==> config.mk <==
export PLATFORM = sky130hd
export DESIGN_NAME = stepper_motion_mode_sequencer_top_flat
export DESIGN_NICKNAME = d
export VERILOG_FILES = /design/src/design/smms_pkg.sv /design/src/design/smms_if.sv /design/src/design/smms_regs.sv /design/src/design/smms_front.sv /design/src/design/smms_queue.sv /design/src/design/smms_back.sv /design/src/design/stepper_motion_mode_sequencer_top.sv /design/src/flat_wrapper.sv
export SDC_FILE = /design/constraint.sdc
export NUM_CORES = 1
export LEC_CHECK = 0
export BUFFER_PORTS_ARGS = -buffer_cell sky130_fd_sc_hd__buf_2
export CAP_MARGIN = 40
export CORE_MARGIN = 3
export CORE_UTILIZATION = 68
export CTS_BUF_LIST = sky130_fd_sc_hd__clkbuf_8
export DETAILED_ROUTE_END_ITERATION = 16
export PLACE_DENSITY = 0.95
export SKIP_CTS_REPAIR_TIMING = 1
export SLEW_MARGIN = 10
export SYNTH_ARGS = -nofsm -noshare
export SYNTH_HDL_FRONTEND = slang
export SYNTH_SLANG_ARGS = --single-unit
==> constraint.sdc <==
create_clock -name clk -period 15.35 [get_ports clk]
set_clock_uncertainty 0.1 [all_clocks]
set_input_delay 3.8375 -clock clk [delete_from_list [all_inputs] [get_ports clk]]
set_output_delay 3.8375 -clock clk [all_outputs]
set_load 0.01 [all_outputs]
==> src/design/smms_pkg.sv <==
// ----------------------------------------------------------------------------
// smms_pkg
// Shared types and constants of the stepper motion mode sequencer.
// ----------------------------------------------------------------------------
`default_nettype none

package smms_pkg;

    localparam int unsigned POS_W   = 32;
    localparam int unsigned SPEED_W = 16;
    localparam int unsigned TIME_W  = 16;
    localparam int unsigned TICK_W  = 17;
    localparam int unsigned ADDR_W  = 5;
    localparam int unsigned DATA_W  = 32;

    localparam logic [TIME_W-1:0] MOVE_TIMEOUT_RST   = 16'd30000;
    localparam logic [TIME_W-1:0] HOMING_TIMEOUT_RST = 16'd60000;
    localparam logic [TIME_W-1:0] STOP_TIMEOUT_RST   = 16'd5000;
    localparam logic [TIME_W-1:0] TOLERANCE_RST      = 16'd5;
    localparam logic [TIME_W-1:0] THRESHOLD_RST      = 16'd10;
    localparam logic [1:0]        HOMING_MODE_RST    = 2'd0;
    localparam logic [1:0]        HOMING_VIRTUAL     = 2'd0;

    // Input item kinds
    typedef enum logic [3:0] {
        ACT_TICK     = 4'd0,
        ACT_ENABLE   = 4'd1,
        ACT_DISABLE  = 4'd2,
        ACT_MOVE     = 4'd3,
        ACT_STOP     = 4'd4,
        ACT_ESTOP    = 4'd5,
        ACT_HOME     = 4'd6,
        ACT_RUN      = 4'd7,
        ACT_RELEASE  = 4'd8,
        ACT_RESTART  = 4'd9,
        ACT_SET_ZERO = 4'd10,
        ACT_ENCODER  = 4'd11,
        ACT_SPEED    = 4'd12,
        ACT_STATUS   = 4'd13,
        ACT_PROTECT  = 4'd14,
        ACT_XPORT    = 4'd15
    } smms_act_t;

    // Drive command codes
    typedef enum logic [3:0] {
        DRV_NONE     = 4'd0,
        DRV_ENABLE   = 4'd1,
        DRV_DISABLE  = 4'd2,
        DRV_MOVE     = 4'd3,
        DRV_STOP     = 4'd4,
        DRV_ESTOP    = 4'd5,
        DRV_ZERO     = 4'd6,
        DRV_RESTART  = 4'd7,
        DRV_RUN      = 4'd8,
        DRV_RELEASE  = 4'd9,
        DRV_SET_ZERO = 4'd10
    } smms_drv_t;

    // Register indexes on the configuration port
    typedef enum logic [2:0] {
        REG_MOVE_TIMEOUT   = 3'd0,
        REG_HOMING_TIMEOUT = 3'd1,
        REG_STOP_TIMEOUT   = 3'd2,
        REG_TOLERANCE      = 3'd3,
        REG_THRESHOLD      = 3'd4,
        REG_HOMING_MODE    = 3'd5
    } smms_reg_t;

    typedef struct packed {
        logic [TIME_W-1:0] move_timeout;
        logic [TIME_W-1:0] homing_timeout;
        logic [TIME_W-1:0] stop_timeout;
        logic [TIME_W-1:0] tolerance;
        logic [TIME_W-1:0] threshold;
        logic [1:0]        homing_mode;
    } smms_cfg_t;

    // Classified item as it travels through the queue
    typedef struct packed {
        smms_act_t                act;
        logic signed [POS_W-1:0]  pos;
        logic signed [SPEED_W-1:0] speed;
        logic                     flag;
    } smms_op_t;

    typedef struct packed {
        logic [2:0] mode;
        logic       accepted;
        smms_drv_t  drive_command;
        logic       clear_queue;
        logic       position_moved;
        logic       speed_changed;
        logic       status_changed;
        logic       motor_running;
        logic       protection_event;
        logic       last;
    } smms_res_t;

endpackage

`default_nettype wire

==> src/design/smms_if.sv <==
// ----------------------------------------------------------------------------
// smms_event_if / smms_result_if
// Valid/ready channels for input items and for result items.
// ----------------------------------------------------------------------------
`default_nettype none

interface smms_event_if;
    logic        valid;
    logic        ready;
    logic [3:0]  action;
    logic signed [31:0] target_position;
    logic signed [31:0] measured_position;
    logic signed [15:0] measured_speed;
    logic        report_flag;
    logic        error_kind;
    logic        critical_command;

    modport source (
        output valid, action, target_position, measured_position, measured_speed,
               report_flag, error_kind, critical_command,
        input  ready
    );
    modport sink (
        input  valid, action, target_position, measured_position, measured_speed,
               report_flag, error_kind, critical_command,
        output ready
    );
endinterface

interface smms_result_if;
    logic       valid;
    logic       ready;
    logic [2:0] mode;
    logic       accepted;
    logic [3:0] drive_command;
    logic       clear_queue;
    logic       position_moved;
    logic       speed_changed;
    logic       status_changed;
    logic       motor_running;
    logic       protection_event;
    logic       last;

    modport source (
        output valid, mode, accepted, drive_command, clear_queue, position_moved,
               speed_changed, status_changed, motor_running, protection_event, last,
        input  ready
    );
    modport sink (
        input  valid, mode, accepted, drive_command, clear_queue, position_moved,
               speed_changed, status_changed, motor_running, protection_event, last,
        output ready
    );
endinterface

`default_nettype wire

==> src/design/smms_regs.sv <==
// ----------------------------------------------------------------------------
// smms_regs
// Configuration registers behind an APB-style port.
// ----------------------------------------------------------------------------
`default_nettype none

module smms_regs (
    input  wire logic                          clk,
    input  wire logic                          rst_n,
    input  wire logic                          psel,
    input  wire logic                          penable,
    input  wire logic                          pwrite,
    input  wire logic [smms_pkg::ADDR_W-1:0]   paddr,
    input  wire logic [smms_pkg::DATA_W-1:0]   pwdata,
    output logic      [smms_pkg::DATA_W-1:0]   prdata,
    output logic                               pready,
    output smms_pkg::smms_cfg_t                cfg
);

    smms_pkg::smms_cfg_t cfg_reg;
    smms_pkg::smms_reg_t reg_idx;
    logic                wr_en;

    assign reg_idx = smms_pkg::smms_reg_t'(paddr[smms_pkg::ADDR_W-1:2]);
    assign wr_en   = psel && penable && pwrite;
    assign pready  = 1'b1;
    assign cfg     = cfg_reg;

    always_ff @(posedge clk or negedge rst_n)
    begin
        if (!rst_n)
        begin
            cfg_reg.move_timeout   <= smms_pkg::MOVE_TIMEOUT_RST;
            cfg_reg.homing_timeout <= smms_pkg::HOMING_TIMEOUT_RST;
            cfg_reg.stop_timeout   <= smms_pkg::STOP_TIMEOUT_RST;
            cfg_reg.tolerance      <= smms_pkg::TOLERANCE_RST;
            cfg_reg.threshold      <= smms_pkg::THRESHOLD_RST;
            cfg_reg.homing_mode    <= smms_pkg::HOMING_MODE_RST;
        end
        else if (wr_en)
        begin
            case (reg_idx)
                smms_pkg::REG_MOVE_TIMEOUT:   cfg_reg.move_timeout   <= pwdata[15:0];
                smms_pkg::REG_HOMING_TIMEOUT: cfg_reg.homing_timeout <= pwdata[15:0];
                smms_pkg::REG_STOP_TIMEOUT:   cfg_reg.stop_timeout   <= pwdata[15:0];
                smms_pkg::REG_TOLERANCE:      cfg_reg.tolerance      <= pwdata[15:0];
                smms_pkg::REG_THRESHOLD:      cfg_reg.threshold      <= pwdata[15:0];
                smms_pkg::REG_HOMING_MODE:    cfg_reg.homing_mode    <= pwdata[1:0];
                default: ;
            endcase
        end
    end

    always_comb
    begin
        case (reg_idx)
            smms_pkg::REG_MOVE_TIMEOUT:   prdata = {16'd0, cfg_reg.move_timeout};
            smms_pkg::REG_HOMING_TIMEOUT: prdata = {16'd0, cfg_reg.homing_timeout};
            smms_pkg::REG_STOP_TIMEOUT:   prdata = {16'd0, cfg_reg.stop_timeout};
            smms_pkg::REG_TOLERANCE:      prdata = {16'd0, cfg_reg.tolerance};
            smms_pkg::REG_THRESHOLD:      prdata = {16'd0, cfg_reg.threshold};
            smms_pkg::REG_HOMING_MODE:    prdata = {30'd0, cfg_reg.homing_mode};
            default:                      prdata = '0;
        endcase
    end

endmodule

`default_nettype wire

==> src/design/smms_front.sv <==
// ----------------------------------------------------------------------------
// smms_front
// Accept input items and classify them into queue entries.
// ----------------------------------------------------------------------------
`default_nettype none

module smms_front (
    smms_event_if.sink               event_ch,
    output logic                     push_valid,
    input  wire logic                push_ready,
    output smms_pkg::smms_op_t       push_op
);

    smms_pkg::smms_act_t act;

    assign act            = smms_pkg::smms_act_t'(event_ch.action);
    assign push_valid     = event_ch.valid;
    assign event_ch.ready = push_ready;

    // Fold the payload down to the one position and one flag the back end needs
    always_comb
    begin
        push_op.act   = act;
        push_op.speed = event_ch.measured_speed;
        if (act == smms_pkg::ACT_ENCODER)
        begin
            push_op.pos = event_ch.measured_position;
        end
        else
        begin
            push_op.pos = event_ch.target_position;
        end
        if (act == smms_pkg::ACT_XPORT)
        begin
            push_op.flag = event_ch.error_kind | event_ch.critical_command;
        end
        else
        begin
            push_op.flag = event_ch.report_flag;
        end
    end

endmodule

`default_nettype wire

==> src/design/smms_queue.sv <==
// ----------------------------------------------------------------------------
// smms_queue
// Two-entry queue of classified items between front and back end.
// ----------------------------------------------------------------------------
`default_nettype none

module smms_queue (
    input  wire logic                clk,
    input  wire logic                rst_n,
    input  wire logic                push_valid,
    output logic                     push_ready,
    input  smms_pkg::smms_op_t       push_op,
    output logic                     pop_valid,
    input  wire logic                pop_ready,
    output smms_pkg::smms_op_t       pop_op
);

    smms_pkg::smms_op_t entry_reg [2];
    logic               wr_ptr_reg;
    logic               rd_ptr_reg;
    logic [1:0]         count_reg;
    logic               push;
    logic               pop;

    assign push_ready = (count_reg != 2'd2);
    assign pop_valid  = (count_reg != 2'd0);
    assign pop_op     = entry_reg[rd_ptr_reg];
    assign push       = push_valid && push_ready;
    assign pop        = pop_valid && pop_ready;

    always_ff @(posedge clk or negedge rst_n)
    begin
        if (!rst_n)
        begin
            wr_ptr_reg <= 1'b0;
            rd_ptr_reg <= 1'b0;
            count_reg  <= 2'd0;
        end
        else
        begin
            if (push)
            begin
                wr_ptr_reg <= ~wr_ptr_reg;
            end
            if (pop)
            begin
                rd_ptr_reg <= ~rd_ptr_reg;
            end
            if (push && !pop)
            begin
                count_reg <= count_reg + 2'd1;
            end
            else if (pop && !push)
            begin
                count_reg <= count_reg - 2'd1;
            end
        end
    end

    always_ff @(posedge clk)
    begin
        if (push)
        begin
            entry_reg[wr_ptr_reg] <= push_op;
        end
    end

endmodule

`default_nettype wire

==> src/design/smms_back.sv <==
// ----------------------------------------------------------------------------
// smms_back
// Execute queued items against the motion mode and emit result items.
// ----------------------------------------------------------------------------
`default_nettype none

module smms_back (
    input  wire logic                clk,
    input  wire logic                rst_n,
    input  smms_pkg::smms_cfg_t      cfg,
    input  wire logic                op_valid,
    output logic                     op_ready,
    input  smms_pkg::smms_op_t       op,
    smms_result_if.source            result_ch
);

    typedef enum logic [2:0] {
        MODE_DISABLED = 3'd0,
        MODE_IDLE     = 3'd1,
        MODE_MOVING   = 3'd2,
        MODE_RUNNING  = 3'd3,
        MODE_HOMING   = 3'd4,
        MODE_STOPPING = 3'd5,
        MODE_ERROR    = 3'd6
    } mode_t;

    typedef struct packed {
        mode_t                                   mode;
        logic [smms_pkg::TICK_W-1:0]             elapsed;
        logic signed [smms_pkg::POS_W-1:0]       target;
        logic signed [smms_pkg::POS_W-1:0]       cur;
        logic signed [smms_pkg::SPEED_W-1:0]     speed;
        logic                                    run;
        logic                                    prot;
        logic                                    emer;
        logic                                    dbuf;
    } state_t;

    state_t              st_reg;
    state_t              st_next;
    smms_pkg::smms_res_t out_reg;
    logic                out_valid_reg;
    smms_pkg::smms_res_t pend_reg;
    logic                pend_valid_reg;

    smms_pkg::smms_res_t first_res;
    smms_pkg::smms_res_t second_res;
    logic                two_res;
    logic                take;
    logic                slot_free;

    logic [smms_pkg::TICK_W-1:0] tick_inc;
    logic signed [smms_pkg::POS_W:0] tgt_diff;
    logic signed [smms_pkg::POS_W:0] step_diff;
    logic [smms_pkg::POS_W:0]        tgt_dist;
    logic [smms_pkg::POS_W:0]        step_dist;

    function automatic state_t go_to(state_t s, mode_t m);
        state_t r;
        r = s;
        if (m != s.mode)
        begin
            r.mode    = m;
            r.elapsed = '0;
            if (m == MODE_IDLE)
            begin
                r.target = s.cur;
            end
        end
        return r;
    endfunction

    function automatic logic in_motion(mode_t m);
        return (m == MODE_MOVING) || (m == MODE_RUNNING) ||
               (m == MODE_HOMING) || (m == MODE_STOPPING);
    endfunction

    assign slot_free = !out_valid_reg || result_ch.ready;
    assign take      = op_valid && !pend_valid_reg && slot_free;
    assign op_ready  = !pend_valid_reg && slot_free;

    // Saturating tick count and the two encoder distances
    assign tick_inc  = (&st_reg.elapsed) ? st_reg.elapsed
                                         : st_reg.elapsed + 1'b1;
    assign tgt_diff  = {op.pos[smms_pkg::POS_W-1], op.pos}
                     - {st_reg.target[smms_pkg::POS_W-1], st_reg.target};
    assign step_diff = {op.pos[smms_pkg::POS_W-1], op.pos}
                     - {st_reg.cur[smms_pkg::POS_W-1], st_reg.cur};
    assign tgt_dist  = tgt_diff[smms_pkg::POS_W]  ? $unsigned(-tgt_diff)
                                                  : $unsigned(tgt_diff);
    assign step_dist = step_diff[smms_pkg::POS_W] ? $unsigned(-step_diff)
                                                  : $unsigned(step_diff);

    always_comb
    begin
        state_t             s;
        logic               acc;
        logic               clr;
        logic               moved;
        logic               spd_chg;
        logic               stat_chg;
        logic               prot_evt;
        smms_pkg::smms_drv_t cmd0;
        smms_pkg::smms_drv_t cmd1;

        s        = st_reg;
        acc      = 1'b0;
        clr      = 1'b0;
        moved    = 1'b0;
        spd_chg  = 1'b0;
        stat_chg = 1'b0;
        prot_evt = 1'b0;
        cmd0     = smms_pkg::DRV_NONE;
        cmd1     = smms_pkg::DRV_NONE;
        two_res  = 1'b0;

        case (op.act)
            smms_pkg::ACT_TICK:
            begin
                s.elapsed = tick_inc;
                if (s.mode == MODE_MOVING && tick_inc > {1'b0, cfg.move_timeout})
                begin
                    clr = 1'b1;
                    s   = go_to(s, MODE_ERROR);
                end
                else if (s.mode == MODE_HOMING &&
                         tick_inc > {1'b0, cfg.homing_timeout})
                begin
                    clr = 1'b1;
                    s   = go_to(s, MODE_ERROR);
                end
                else if (s.mode == MODE_STOPPING &&
                         tick_inc > {1'b0, cfg.stop_timeout})
                begin
                    s = go_to(s, MODE_IDLE);
                end
                // Carry out a disable held back during motion
                if (s.dbuf && s.mode == MODE_IDLE)
                begin
                    s.dbuf = 1'b0;
                    cmd0   = smms_pkg::DRV_DISABLE;
                    s      = go_to(s, MODE_DISABLED);
                end
            end
            smms_pkg::ACT_ENABLE:
            begin
                if (s.mode == MODE_DISABLED)
                begin
                    acc  = 1'b1;
                    cmd0 = smms_pkg::DRV_ENABLE;
                    s    = go_to(s, MODE_IDLE);
                end
            end
            smms_pkg::ACT_DISABLE:
            begin
                if (in_motion(s.mode))
                begin
                    s.dbuf = 1'b1;
                    acc    = 1'b1;
                    cmd0   = smms_pkg::DRV_STOP;
                    s      = go_to(s, MODE_STOPPING);
                end
                else if (s.mode == MODE_IDLE || s.mode == MODE_ERROR)
                begin
                    acc  = 1'b1;
                    cmd0 = smms_pkg::DRV_DISABLE;
                    s    = go_to(s, MODE_DISABLED);
                end
            end
            smms_pkg::ACT_MOVE:
            begin
                if (s.mode == MODE_IDLE || s.mode == MODE_MOVING ||
                    s.mode == MODE_STOPPING)
                begin
                    acc      = 1'b1;
                    s.target = op.pos;
                    cmd0     = smms_pkg::DRV_MOVE;
                    if (s.mode == MODE_IDLE)
                    begin
                        s = go_to(s, MODE_MOVING);
                    end
                end
            end
            smms_pkg::ACT_STOP:
            begin
                if (s.mode == MODE_IDLE)
                begin
                    acc = 1'b1;
                end
                else if (in_motion(s.mode))
                begin
                    acc  = 1'b1;
                    cmd0 = smms_pkg::DRV_STOP;
                    s    = go_to(s, MODE_STOPPING);
                end
            end
            smms_pkg::ACT_ESTOP:
            begin
                acc     = 1'b1;
                s.emer  = 1'b1;
                clr     = 1'b1;
                cmd0    = smms_pkg::DRV_ESTOP;
                cmd1    = smms_pkg::DRV_DISABLE;
                two_res = 1'b1;
                s       = go_to(s, MODE_ERROR);
            end
            smms_pkg::ACT_HOME:
            begin
                if (s.mode == MODE_IDLE && cfg.homing_mode == smms_pkg::HOMING_VIRTUAL)
                begin
                    acc     = 1'b1;
                    cmd0    = smms_pkg::DRV_ZERO;
                    cmd1    = smms_pkg::DRV_RESTART;
                    two_res = 1'b1;
                    s       = go_to(s, MODE_HOMING);
                end
            end
            smms_pkg::ACT_RUN:
            begin
                if (s.mode == MODE_IDLE || s.mode == MODE_RUNNING)
                begin
                    acc  = 1'b1;
                    cmd0 = smms_pkg::DRV_RUN;
                    s    = go_to(s, MODE_RUNNING);
                end
            end
            smms_pkg::ACT_RELEASE:
            begin
                if (s.mode == MODE_ERROR || s.mode == MODE_IDLE ||
                    s.mode == MODE_DISABLED)
                begin
                    acc = 1'b1;
                    if (s.prot || s.emer)
                    begin
                        s.prot = 1'b0;
                        s.emer = 1'b0;
                        cmd0   = smms_pkg::DRV_RELEASE;
                        if (s.mode == MODE_ERROR)
                        begin
                            s = go_to(s, MODE_IDLE);
                        end
                    end
                end
            end
            smms_pkg::ACT_RESTART:
            begin
                acc    = 1'b1;
                s.prot = 1'b0;
                s.emer = 1'b0;
                clr    = 1'b1;
                cmd0   = smms_pkg::DRV_RESTART;
                s      = go_to(s, MODE_IDLE);
            end
            smms_pkg::ACT_SET_ZERO:
            begin
                if (s.mode == MODE_IDLE)
                begin
                    acc  = 1'b1;
                    cmd0 = smms_pkg::DRV_SET_ZERO;
                end
            end
            smms_pkg::ACT_ENCODER:
            begin
                s.cur = op.pos;
                if (s.mode == MODE_MOVING &&
                    tgt_dist <= {{(smms_pkg::POS_W + 1 - smms_pkg::TIME_W){1'b0}},
                                 cfg.tolerance})
                begin
                    s = go_to(s, MODE_IDLE);
                end
                moved = (step_dist >= {{(smms_pkg::POS_W + 1 - smms_pkg::TIME_W){1'b0}},
                                       cfg.threshold});
            end
            smms_pkg::ACT_SPEED:
            begin
                s.speed = op.speed;
                if (s.mode == MODE_STOPPING && op.speed == '0)
                begin
                    s = go_to(s, MODE_IDLE);
                end
                spd_chg = (op.speed != st_reg.speed);
            end
            smms_pkg::ACT_STATUS:
            begin
                stat_chg = (op.flag != s.run);
                s.run    = op.flag;
            end
            smms_pkg::ACT_PROTECT:
            begin
                s.prot = op.flag;
                if (op.flag && !st_reg.prot)
                begin
                    prot_evt = 1'b1;
                    clr      = (s.mode != MODE_ERROR);
                    s        = go_to(s, MODE_ERROR);
                end
            end
            smms_pkg::ACT_XPORT:
            begin
                if (op.flag)
                begin
                    clr = (s.mode != MODE_ERROR);
                    s   = go_to(s, MODE_ERROR);
                end
            end
            default: ;
        endcase

        st_next = s;

        first_res.mode             = s.mode;
        first_res.accepted         = acc;
        first_res.drive_command    = cmd0;
        first_res.clear_queue      = clr;
        first_res.position_moved   = moved;
        first_res.speed_changed    = spd_chg;
        first_res.status_changed   = stat_chg;
        first_res.motor_running    = s.run;
        first_res.protection_event = prot_evt;
        first_res.last             = !two_res;

        second_res.mode             = s.mode;
        second_res.accepted         = acc;
        second_res.drive_command    = cmd1;
        second_res.clear_queue      = 1'b0;
        second_res.position_moved   = 1'b0;
        second_res.speed_changed    = 1'b0;
        second_res.status_changed   = 1'b0;
        second_res.motor_running    = s.run;
        second_res.protection_event = 1'b0;
        second_res.last             = 1'b1;
    end

    always_ff @(posedge clk or negedge rst_n)
    begin
        if (!rst_n)
        begin
            st_reg.mode    <= MODE_DISABLED;
            st_reg.elapsed <= '0;
            st_reg.target  <= '0;
            st_reg.cur     <= '0;
            st_reg.speed   <= '0;
            st_reg.run     <= 1'b0;
            st_reg.prot    <= 1'b0;
            st_reg.emer    <= 1'b0;
            st_reg.dbuf    <= 1'b0;
            out_reg        <= '0;
            out_valid_reg  <= 1'b0;
            pend_reg       <= '0;
            pend_valid_reg <= 1'b0;
        end
        else if (pend_valid_reg && slot_free)
        begin
            // Hand out the second result of a two-result item
            out_reg        <= pend_reg;
            out_valid_reg  <= 1'b1;
            pend_valid_reg <= 1'b0;
        end
        else if (take)
        begin
            st_reg         <= st_next;
            out_reg        <= first_res;
            out_valid_reg  <= 1'b1;
            pend_reg       <= second_res;
            pend_valid_reg <= two_res;
        end
        else if (result_ch.ready)
        begin
            out_valid_reg <= 1'b0;
        end
    end

    assign result_ch.valid            = out_valid_reg;
    assign result_ch.mode             = out_reg.mode;
    assign result_ch.accepted         = out_reg.accepted;
    assign result_ch.drive_command    = out_reg.drive_command;
    assign result_ch.clear_queue      = out_reg.clear_queue;
    assign result_ch.position_moved   = out_reg.position_moved;
    assign result_ch.speed_changed    = out_reg.speed_changed;
    assign result_ch.status_changed   = out_reg.status_changed;
    assign result_ch.motor_running    = out_reg.motor_running;
    assign result_ch.protection_event = out_reg.protection_event;
    assign result_ch.last             = out_reg.last;

endmodule

`default_nettype wire

==> src/design/stepper_motion_mode_sequencer_top.sv <==
// ----------------------------------------------------------------------------
// stepper_motion_mode_sequencer_top
// Seven-mode motion sequencer for a stepper drive.
// ----------------------------------------------------------------------------
// Requests arrive on event_ch: user commands, millisecond ticks and drive
// reports. Each request yields one result on result_ch, two for an emergency
// stop and for an accepted virtual home, with last set on the final one.
// A request is classified at the front, held in a two-entry queue and then
// executed by the back end, which writes the first result to the output
// register; a second result waits in a pending register until the output
// register is free. The block thus delivers one result per cycle while
// result_ch is ready; a two-result request holds off the next request until
// its second result has moved to the output register. The first result
// passes through the queue entry and the output register before it is
// presented on result_ch. Timeout, tolerance, report threshold and homing
// mode registers sit on the APB port at byte addresses 0x00..0x14, four
// bytes apart; write them only while no request is in flight.
// ----------------------------------------------------------------------------
`default_nettype none

module stepper_motion_mode_sequencer_top (
    input  wire logic                        clk,
    input  wire logic                        rst_n,
    smms_event_if.sink                       event_ch,
    smms_result_if.source                    result_ch,
    input  wire logic                        psel,
    input  wire logic                        penable,
    input  wire logic                        pwrite,
    input  wire logic [smms_pkg::ADDR_W-1:0] paddr,
    input  wire logic [smms_pkg::DATA_W-1:0] pwdata,
    output logic      [smms_pkg::DATA_W-1:0] prdata,
    output logic                             pready
);

    smms_pkg::smms_cfg_t cfg;

    // Front to queue
    logic               push_valid;
    logic               push_ready;
    smms_pkg::smms_op_t push_op;

    // Queue to back end
    logic               pop_valid;
    logic               pop_ready;
    smms_pkg::smms_op_t pop_op;

    // Hold the configuration registers
    smms_regs u_regs (
        .clk     (clk),
        .rst_n   (rst_n),
        .psel    (psel),
        .penable (penable),
        .pwrite  (pwrite),
        .paddr   (paddr),
        .pwdata  (pwdata),
        .prdata  (prdata),
        .pready  (pready),
        .cfg     (cfg)
    );

    // Classify requests: pick the position that matters, fold error bits
    smms_front u_front (
        .event_ch   (event_ch),
        .push_valid (push_valid),
        .push_ready (push_ready),
        .push_op    (push_op)
    );

    // Decouple acceptance from execution so either side may stall alone
    smms_queue u_queue (
        .clk        (clk),
        .rst_n      (rst_n),
        .push_valid (push_valid),
        .push_ready (push_ready),
        .push_op    (push_op),
        .pop_valid  (pop_valid),
        .pop_ready  (pop_ready),
        .pop_op     (pop_op)
    );

    // Advance the mode, apply timeouts and emit drive command codes
    smms_back u_back (
        .clk       (clk),
        .rst_n     (rst_n),
        .cfg       (cfg),
        .op_valid  (pop_valid),
        .op_ready  (pop_ready),
        .op        (pop_op),
        .result_ch (result_ch)
    );

endmodule

`default_nettype wire

==> src/flat_wrapper.sv <==
// flat-port wrapper written by rule: the top's interface ports become plain ports
module stepper_motion_mode_sequencer_top_flat 
  (clk, rst_n, psel, penable, pwrite, paddr, pwdata, prdata, pready, event_ch_valid, event_ch_action, event_ch_target_position, event_ch_measured_position, event_ch_measured_speed, event_ch_report_flag, event_ch_error_kind, event_ch_critical_command, event_ch_ready, result_ch_valid, result_ch_mode, result_ch_accepted, result_ch_drive_command, result_ch_clear_queue, result_ch_position_moved, result_ch_speed_changed, result_ch_status_changed, result_ch_motor_running, result_ch_protection_event, result_ch_last, result_ch_ready);
  smms_event_if event_ch_i ();
  smms_result_if result_ch_i ();
  input  wire logic clk;
  input  wire logic rst_n;
  input  wire logic psel;
  input  wire logic penable;
  input  wire logic pwrite;
  input  wire logic [smms_pkg::ADDR_W-1:0] paddr;
  input  wire logic [smms_pkg::DATA_W-1:0] pwdata;
  output logic      [smms_pkg::DATA_W-1:0] prdata;
  output logic pready;
  input wire logic [$bits(event_ch_i.valid)-1:0] event_ch_valid;
  input wire logic [$bits(event_ch_i.action)-1:0] event_ch_action;
  input wire logic [$bits(event_ch_i.target_position)-1:0] event_ch_target_position;
  input wire logic [$bits(event_ch_i.measured_position)-1:0] event_ch_measured_position;
  input wire logic [$bits(event_ch_i.measured_speed)-1:0] event_ch_measured_speed;
  input wire logic [$bits(event_ch_i.report_flag)-1:0] event_ch_report_flag;
  input wire logic [$bits(event_ch_i.error_kind)-1:0] event_ch_error_kind;
  input wire logic [$bits(event_ch_i.critical_command)-1:0] event_ch_critical_command;
  output wire logic [$bits(event_ch_i.ready)-1:0] event_ch_ready;
  output wire logic [$bits(result_ch_i.valid)-1:0] result_ch_valid;
  output wire logic [$bits(result_ch_i.mode)-1:0] result_ch_mode;
  output wire logic [$bits(result_ch_i.accepted)-1:0] result_ch_accepted;
  output wire logic [$bits(result_ch_i.drive_command)-1:0] result_ch_drive_command;
  output wire logic [$bits(result_ch_i.clear_queue)-1:0] result_ch_clear_queue;
  output wire logic [$bits(result_ch_i.position_moved)-1:0] result_ch_position_moved;
  output wire logic [$bits(result_ch_i.speed_changed)-1:0] result_ch_speed_changed;
  output wire logic [$bits(result_ch_i.status_changed)-1:0] result_ch_status_changed;
  output wire logic [$bits(result_ch_i.motor_running)-1:0] result_ch_motor_running;
  output wire logic [$bits(result_ch_i.protection_event)-1:0] result_ch_protection_event;
  output wire logic [$bits(result_ch_i.last)-1:0] result_ch_last;
  input wire logic [$bits(result_ch_i.ready)-1:0] result_ch_ready;
  assign event_ch_i.valid = event_ch_valid;
  assign event_ch_i.action = event_ch_action;
  assign event_ch_i.target_position = event_ch_target_position;
  assign event_ch_i.measured_position = event_ch_measured_position;
  assign event_ch_i.measured_speed = event_ch_measured_speed;
  assign event_ch_i.report_flag = event_ch_report_flag;
  assign event_ch_i.error_kind = event_ch_error_kind;
  assign event_ch_i.critical_command = event_ch_critical_command;
  assign event_ch_ready = event_ch_i.ready;
  assign result_ch_valid = result_ch_i.valid;
  assign result_ch_mode = result_ch_i.mode;
  assign result_ch_accepted = result_ch_i.accepted;
  assign result_ch_drive_command = result_ch_i.drive_command;
  assign result_ch_clear_queue = result_ch_i.clear_queue;
  assign result_ch_position_moved = result_ch_i.position_moved;
  assign result_ch_speed_changed = result_ch_i.speed_changed;
  assign result_ch_status_changed = result_ch_i.status_changed;
  assign result_ch_motor_running = result_ch_i.motor_running;
  assign result_ch_protection_event = result_ch_i.protection_event;
  assign result_ch_last = result_ch_i.last;
  assign result_ch_i.ready = result_ch_ready;
  stepper_motion_mode_sequencer_top u_core (.clk(clk), .rst_n(rst_n), .event_ch(event_ch_i), .result_ch(result_ch_i), .psel(psel), .penable(penable), .pwrite(pwrite), .paddr(paddr), .pwdata(pwdata), .prdata(prdata), .pready(pready));
endmodule
==> impl_results.rst <==
.. list-table::
   :header-rows: 1

   * - Metric
     - Value
   * - Run status
     - completed
   * - Area growth, synth to finish
     - 9.69%
   * - Most common cell on crit path
     - sky130_fd_sc_hd__buf_2
   * - Flops & latches, synth
     - about 320
   * - GRT overflow
     - 0
   * - Post-route clock period utilization
     - ~64%
   * - Combinational family with the most area after synthesis
     - compound AO/OA/AOI/OAI gates
   * - Total Neg Setup Slack
     - 0 ns
   * - Sinks on the clock net
     - ~320
   * - Port Buffer Count
     - around 150
   * - Largest fanout of any net on the critical path
     - 37
   * - Crit-path cells
     - buf_2 -> buf_4 -> nor2b_1 -> a21oi_1 -> o22ai_1 -> buf_2
   * - Antenna Nets Post-Route
     - 0
   * - Worst-path clk slew
     - roughly 0.06 ns
   * - Core area
     - 33000 um2
   * - Cell with the largest stage delay on the worst path
     - sky130_fd_sc_hd__nor2b_1
   * - Switching component of the power
     - 3.40 mW
   * - Pwr Density
     - 261 nW/um2
   * - Maximum number of pins on one net before global-route repair
     - 90
   * - Layout cell share with drive strength beyond 1
     - approximately 16%
   * - Xor/xnor share of the synthesized area
     - roughly 3.8%
   * - Compound-gate portion of the synthesized area
     - a little under a quarter
   * - Maximum resistive drop on vdd
     - 0.000162 V
   * - Combinational power share
     - about two thirds
   * - Number of clock buffers inserted by TritonCTS
     - 52
   * - Number of H-tree levels
     - 2
   * - Cell internal pwr
     - 3.21 mW
   * - Launching element of the worst setup path
     - paddr[3]
   * - Origin of the critical flop-to-flop path
     - u_core.u_queue.rd_ptr_reg
   * - RSZ-0062 raised after global routing
     - no
   * - Detail-routed net length per standard cell
     - around 23 um
   * - Number of global-route vias before repair
     - between 20000 and 25000
   * - Number of search-and-repair iterations in the first detailed-routing pass
     - 6
   * - Number of warning messages in the yosys log
     - 0
   * - Count of endpoints failing hold in the final timing report
     - 0
   * - Relative contribution of sequential cells to total power
     - roughly 20%
   * - Iter 0 DRT Violations
     - 2837
   * - Last weighted congestion value of the routability-driven placer
     - just over 1
   * - Number of inserted filler cells in the final layout
     - roughly 2200
   * - Max-Slew Margin vs Limit
     - a little over a third
   * - Number of nets in the final layout
     - roughly 2900
   * - Crit path time final
     - ~10 ns
   * - Post-placement worst setup slack
     - ~5.7 ns
   * - # Max-Cap Violations
     - 0
   * - Clock tree from TritonCTS
     - done
   * - Total wire length
     - 73000 um
   * - Mapped Area
     - about 23000 um2
   * - Vias per std cell
     - 6.87
   * - Adder and majority gate portion of the synthesized area
     - roughly 8.2%
   * - Initial Utilization
     - between 60 and 70%
   * - Post-synthesis mux area share
     - ~6.4%
   * - Number of cell rows
     - 66
   * - Timing endpoint of the critical path
     - prdata[13]
   * - Area used by multi-input combinational logic
     - ~13000 um2
   * - Die Width
     - between 150 and 200 um
   * - Total global-route track usage
     - 39.7%
   * - Type of the worst min-delay path
     - reg2reg
   * - Setup-violating endpoint count in the final report
     - 0
   * - Library cell used as clock root buffer
     - sky130_fd_sc_hd__clkbuf_8
   * - FF+latch area
     - approximately 8500 um2
   * - Number of antenna violations at the first check in global routing
     - 1
   * - Flop2flop setup slack
     - slightly above 6 ns
   * - Clock network power share
     - between 10 and 15%
   * - Count of flip-flops with a built-in enable after synthesis
     - about 110
   * - Final worst-path setup slack
     - ~5.6 ns
   * - Max Clk Rate
     - between 0.1 and 0.15 GHz
   * - Sequential fraction of the synthesis area
     - ~37%
   * - Critical path arrival
     - just under 6 ns
   * - Number of max-slew violations in the final report
     - 0
   * - Worst endpoint required time
     - between 10 and 15 ns
   * - Leakage power
     - 10.8 nW
   * - Simple-gate area share of the yosys netlist
     - between 10% and 20%
   * - Later-pin clock latency in the skew report
     - 0.67 ns
   * - Instance count of the mapped netlist
     - 2546
   * - Worst reg-to-reg path cell count
     - 32
   * - Worst setup path category
     - in2out
   * - Transition at the pin with the smallest max-transition slack
     - a little under 1 ns
   * - Number of top-level pins
     - 181
   * - Predominant post-synthesis flop cell
     - sky130_fd_sc_hd__dfrtp_1
   * - Height of the chip
     - between 150 and 200 um
   * - Number of different library cells in the post-synthesis netlist
     - slightly above 90
   * - Type of element launching the critical path
     - input port
   * - Buffer levels on the longest clock path
     - 3
   * - Count of vias placed by the detailed router
     - roughly 22000
   * - End of the worst register-to-register path
     - u_core.u_back.result_ch.position_moved
   * - Max reg flops
     - 106
   * - First-pass GRT wire length
     - between 100000 and 150000 um
   * - DRC errors left
     - 0
   * - Share of flip-flops with an asynchronous set or reset after synthesis
     - 66.6%
   * - Post-detailed-placement half-perimeter wirelength
     - ~51000 um
   * - Floorplan die area
     - approximately 36000 um2
   * - Average size of a mapped cell
     - roughly 9.1 um2
   * - Switching Fraction
     - approximately 51%
   * - CP max stage delay
     - 0.81 ns
   * - Endpoint type of the worst setup path
     - output pin
[power by group through the flow]
stage / logic, mW / registers [mW] / clock network (mW)
2_1_floorplan: 3.20 / 1.25 / 0
3_3_place_gp: 4.09 / 1.28 / 0
6_report: 4.51 / 1.31 / 0.797
3_5_place_dp: 4.28 / 1.30 / 0
4_1_cts: 4.34 / 1.30 / 0.800
5_1_grt: 4.87 / 1.32 / 0.840
[synthesized netlist by cell type, drive strengths merged (12+ instances only)]
master | count | area [um2]
nor4 | 25 | 156
inv | 202 | 758
mux2i | 74 | 741
nand3 | 50 | 263
and2 | 20 | 125
clkbuf | 99 | 372
nor2 | 147 | 554
o21ai | 228 | 1160
o2bb2ai | 33 | 470
nor3 | 52 | 272
buf | 32 | 239
nand2b | 20 | 133
xor2 | 45 | 394
nor2b | 25 | 164
a31oi | 19 | 119
edfxtp | 106 | 3180
nand2 | 254 | 953
and3 | 19 | 119
a22oi | 51 | 397
or3 | 15 | 98.8
a21o | 42 | 315
ha | 148 | 1850
a21oi | 119 | 618
o22ai | 28 | 175
o21a | 66 | 495
xnor2 | 56 | 490
dfrtp | 188 | 4700
o211ai | 27 | 216
dfstp | 23 | 604
a211oi | 27 | 208
mux2 | 62 | 698
or4 | 12 | 90.1
nand4 | 41 | 257
[layout make-up]
| cell class | instances | share of cell area, % |
|---|---|---|
| Timing Repair Buffer | 180 | 4.25 |
| Sequential cell | 317 | 33.5 |
| Inverter | 203 | 3.01 |
| Clock buffer | 61 | 3.31 |
| Tap cell | 442 | 2.18 |
| Multi-Input combinational cell | 1910 | 52.7 |
| Antenna cell | 1 | 0.00988 |
| Clock inverter | 37 | 1.03 |
[cell usage in the layout, fill, tap and decap left out, drive strengths merged, types with 28 or more instances in the layout]
cell	netlist	final
nand3	50	50
inv	202	222
dfrtp	188	188
o22ai	28	28
xnor2	56	56
edfxtp	106	106
nor3	52	52
a22oi	51	51
mux2	62	62
a21o	42	42
o21a	66	66
mux2i	74	74
a21oi	119	119
o21ai	228	228
nand2	254	254
nor2	147	147
ha	148	148
buf	32	177
xor2	45	45
nand4	41	41
clkbuf	99	63
o2bb2ai	33	33
[worst min path at each step]
stage / from / to / slack [ns] / cells past startpoint
3_3_place_gp: u_core.u_back.pend_reg[0] / u_core.u_back.pend_reg[0] / 0.35 / 1
5_1_grt: u_core.u_back.pend_reg[0] / u_core.u_back.pend_reg[0] / 0.39 / 1
4_1_cts: u_core.u_back.pend_reg[0] / u_core.u_back.pend_reg[0] / 0.38 / 1
6_report: u_core.u_back.pend_reg[0] / u_core.u_back.pend_reg[0] / 0.38 / 1
2_1_floorplan: u_core.u_back.pend_reg[0] / u_core.u_back.pend_reg[0] / 0.34 / 1
3_5_place_dp: u_core.u_back.pend_reg[0] / u_core.u_back.pend_reg[0] / 0.36 / 1
[per-layer routing]
metal	up-vias	GRT usage (%)	share of wire, %
li1	9577	-	-
met1	10400	54.0	40
met2	1404	63.0	45
met3	264	8.22	10
met4	0	15.4	4.3
met5	-	0	0
[kinds of logic after synthesis]
logic type | count (synthesis)
AO/OA/AOI/OAI | 775
AND/OR/NAND/NOR | 729
buffers and inverters | 334
flip-flops | 317
adder cells (fa/ha/maj) | 150
multiplexers | 138
XOR/XNOR | 101
other | 2
[worst max-delay path, delay by kind of cell]
kind                   cells  cell delay (ns)
AND/OR/NAND/NOR            1             0.81
AO/OA/AOI/OAI              2             0.51
buffers and inverters      3             0.70
[metrics by stage]
step	util, %	power (mW)	std cells	cell area, um2	hold slack [ns]
after floorplan	-	4.45	2561	23200	0.335
after global placement	72.9	5.37	3043	24100	0.350
after detailed placement	73.2	5.58	3049	24200	0.360
after CTS	76.5	6.44	3147	25300	0.376
after global routing	76.7	7.04	3150	25300	0.393
final	76.7	6.61	3151	25300	0.381
No activity file was read; power rests on OpenSTA's default activity.
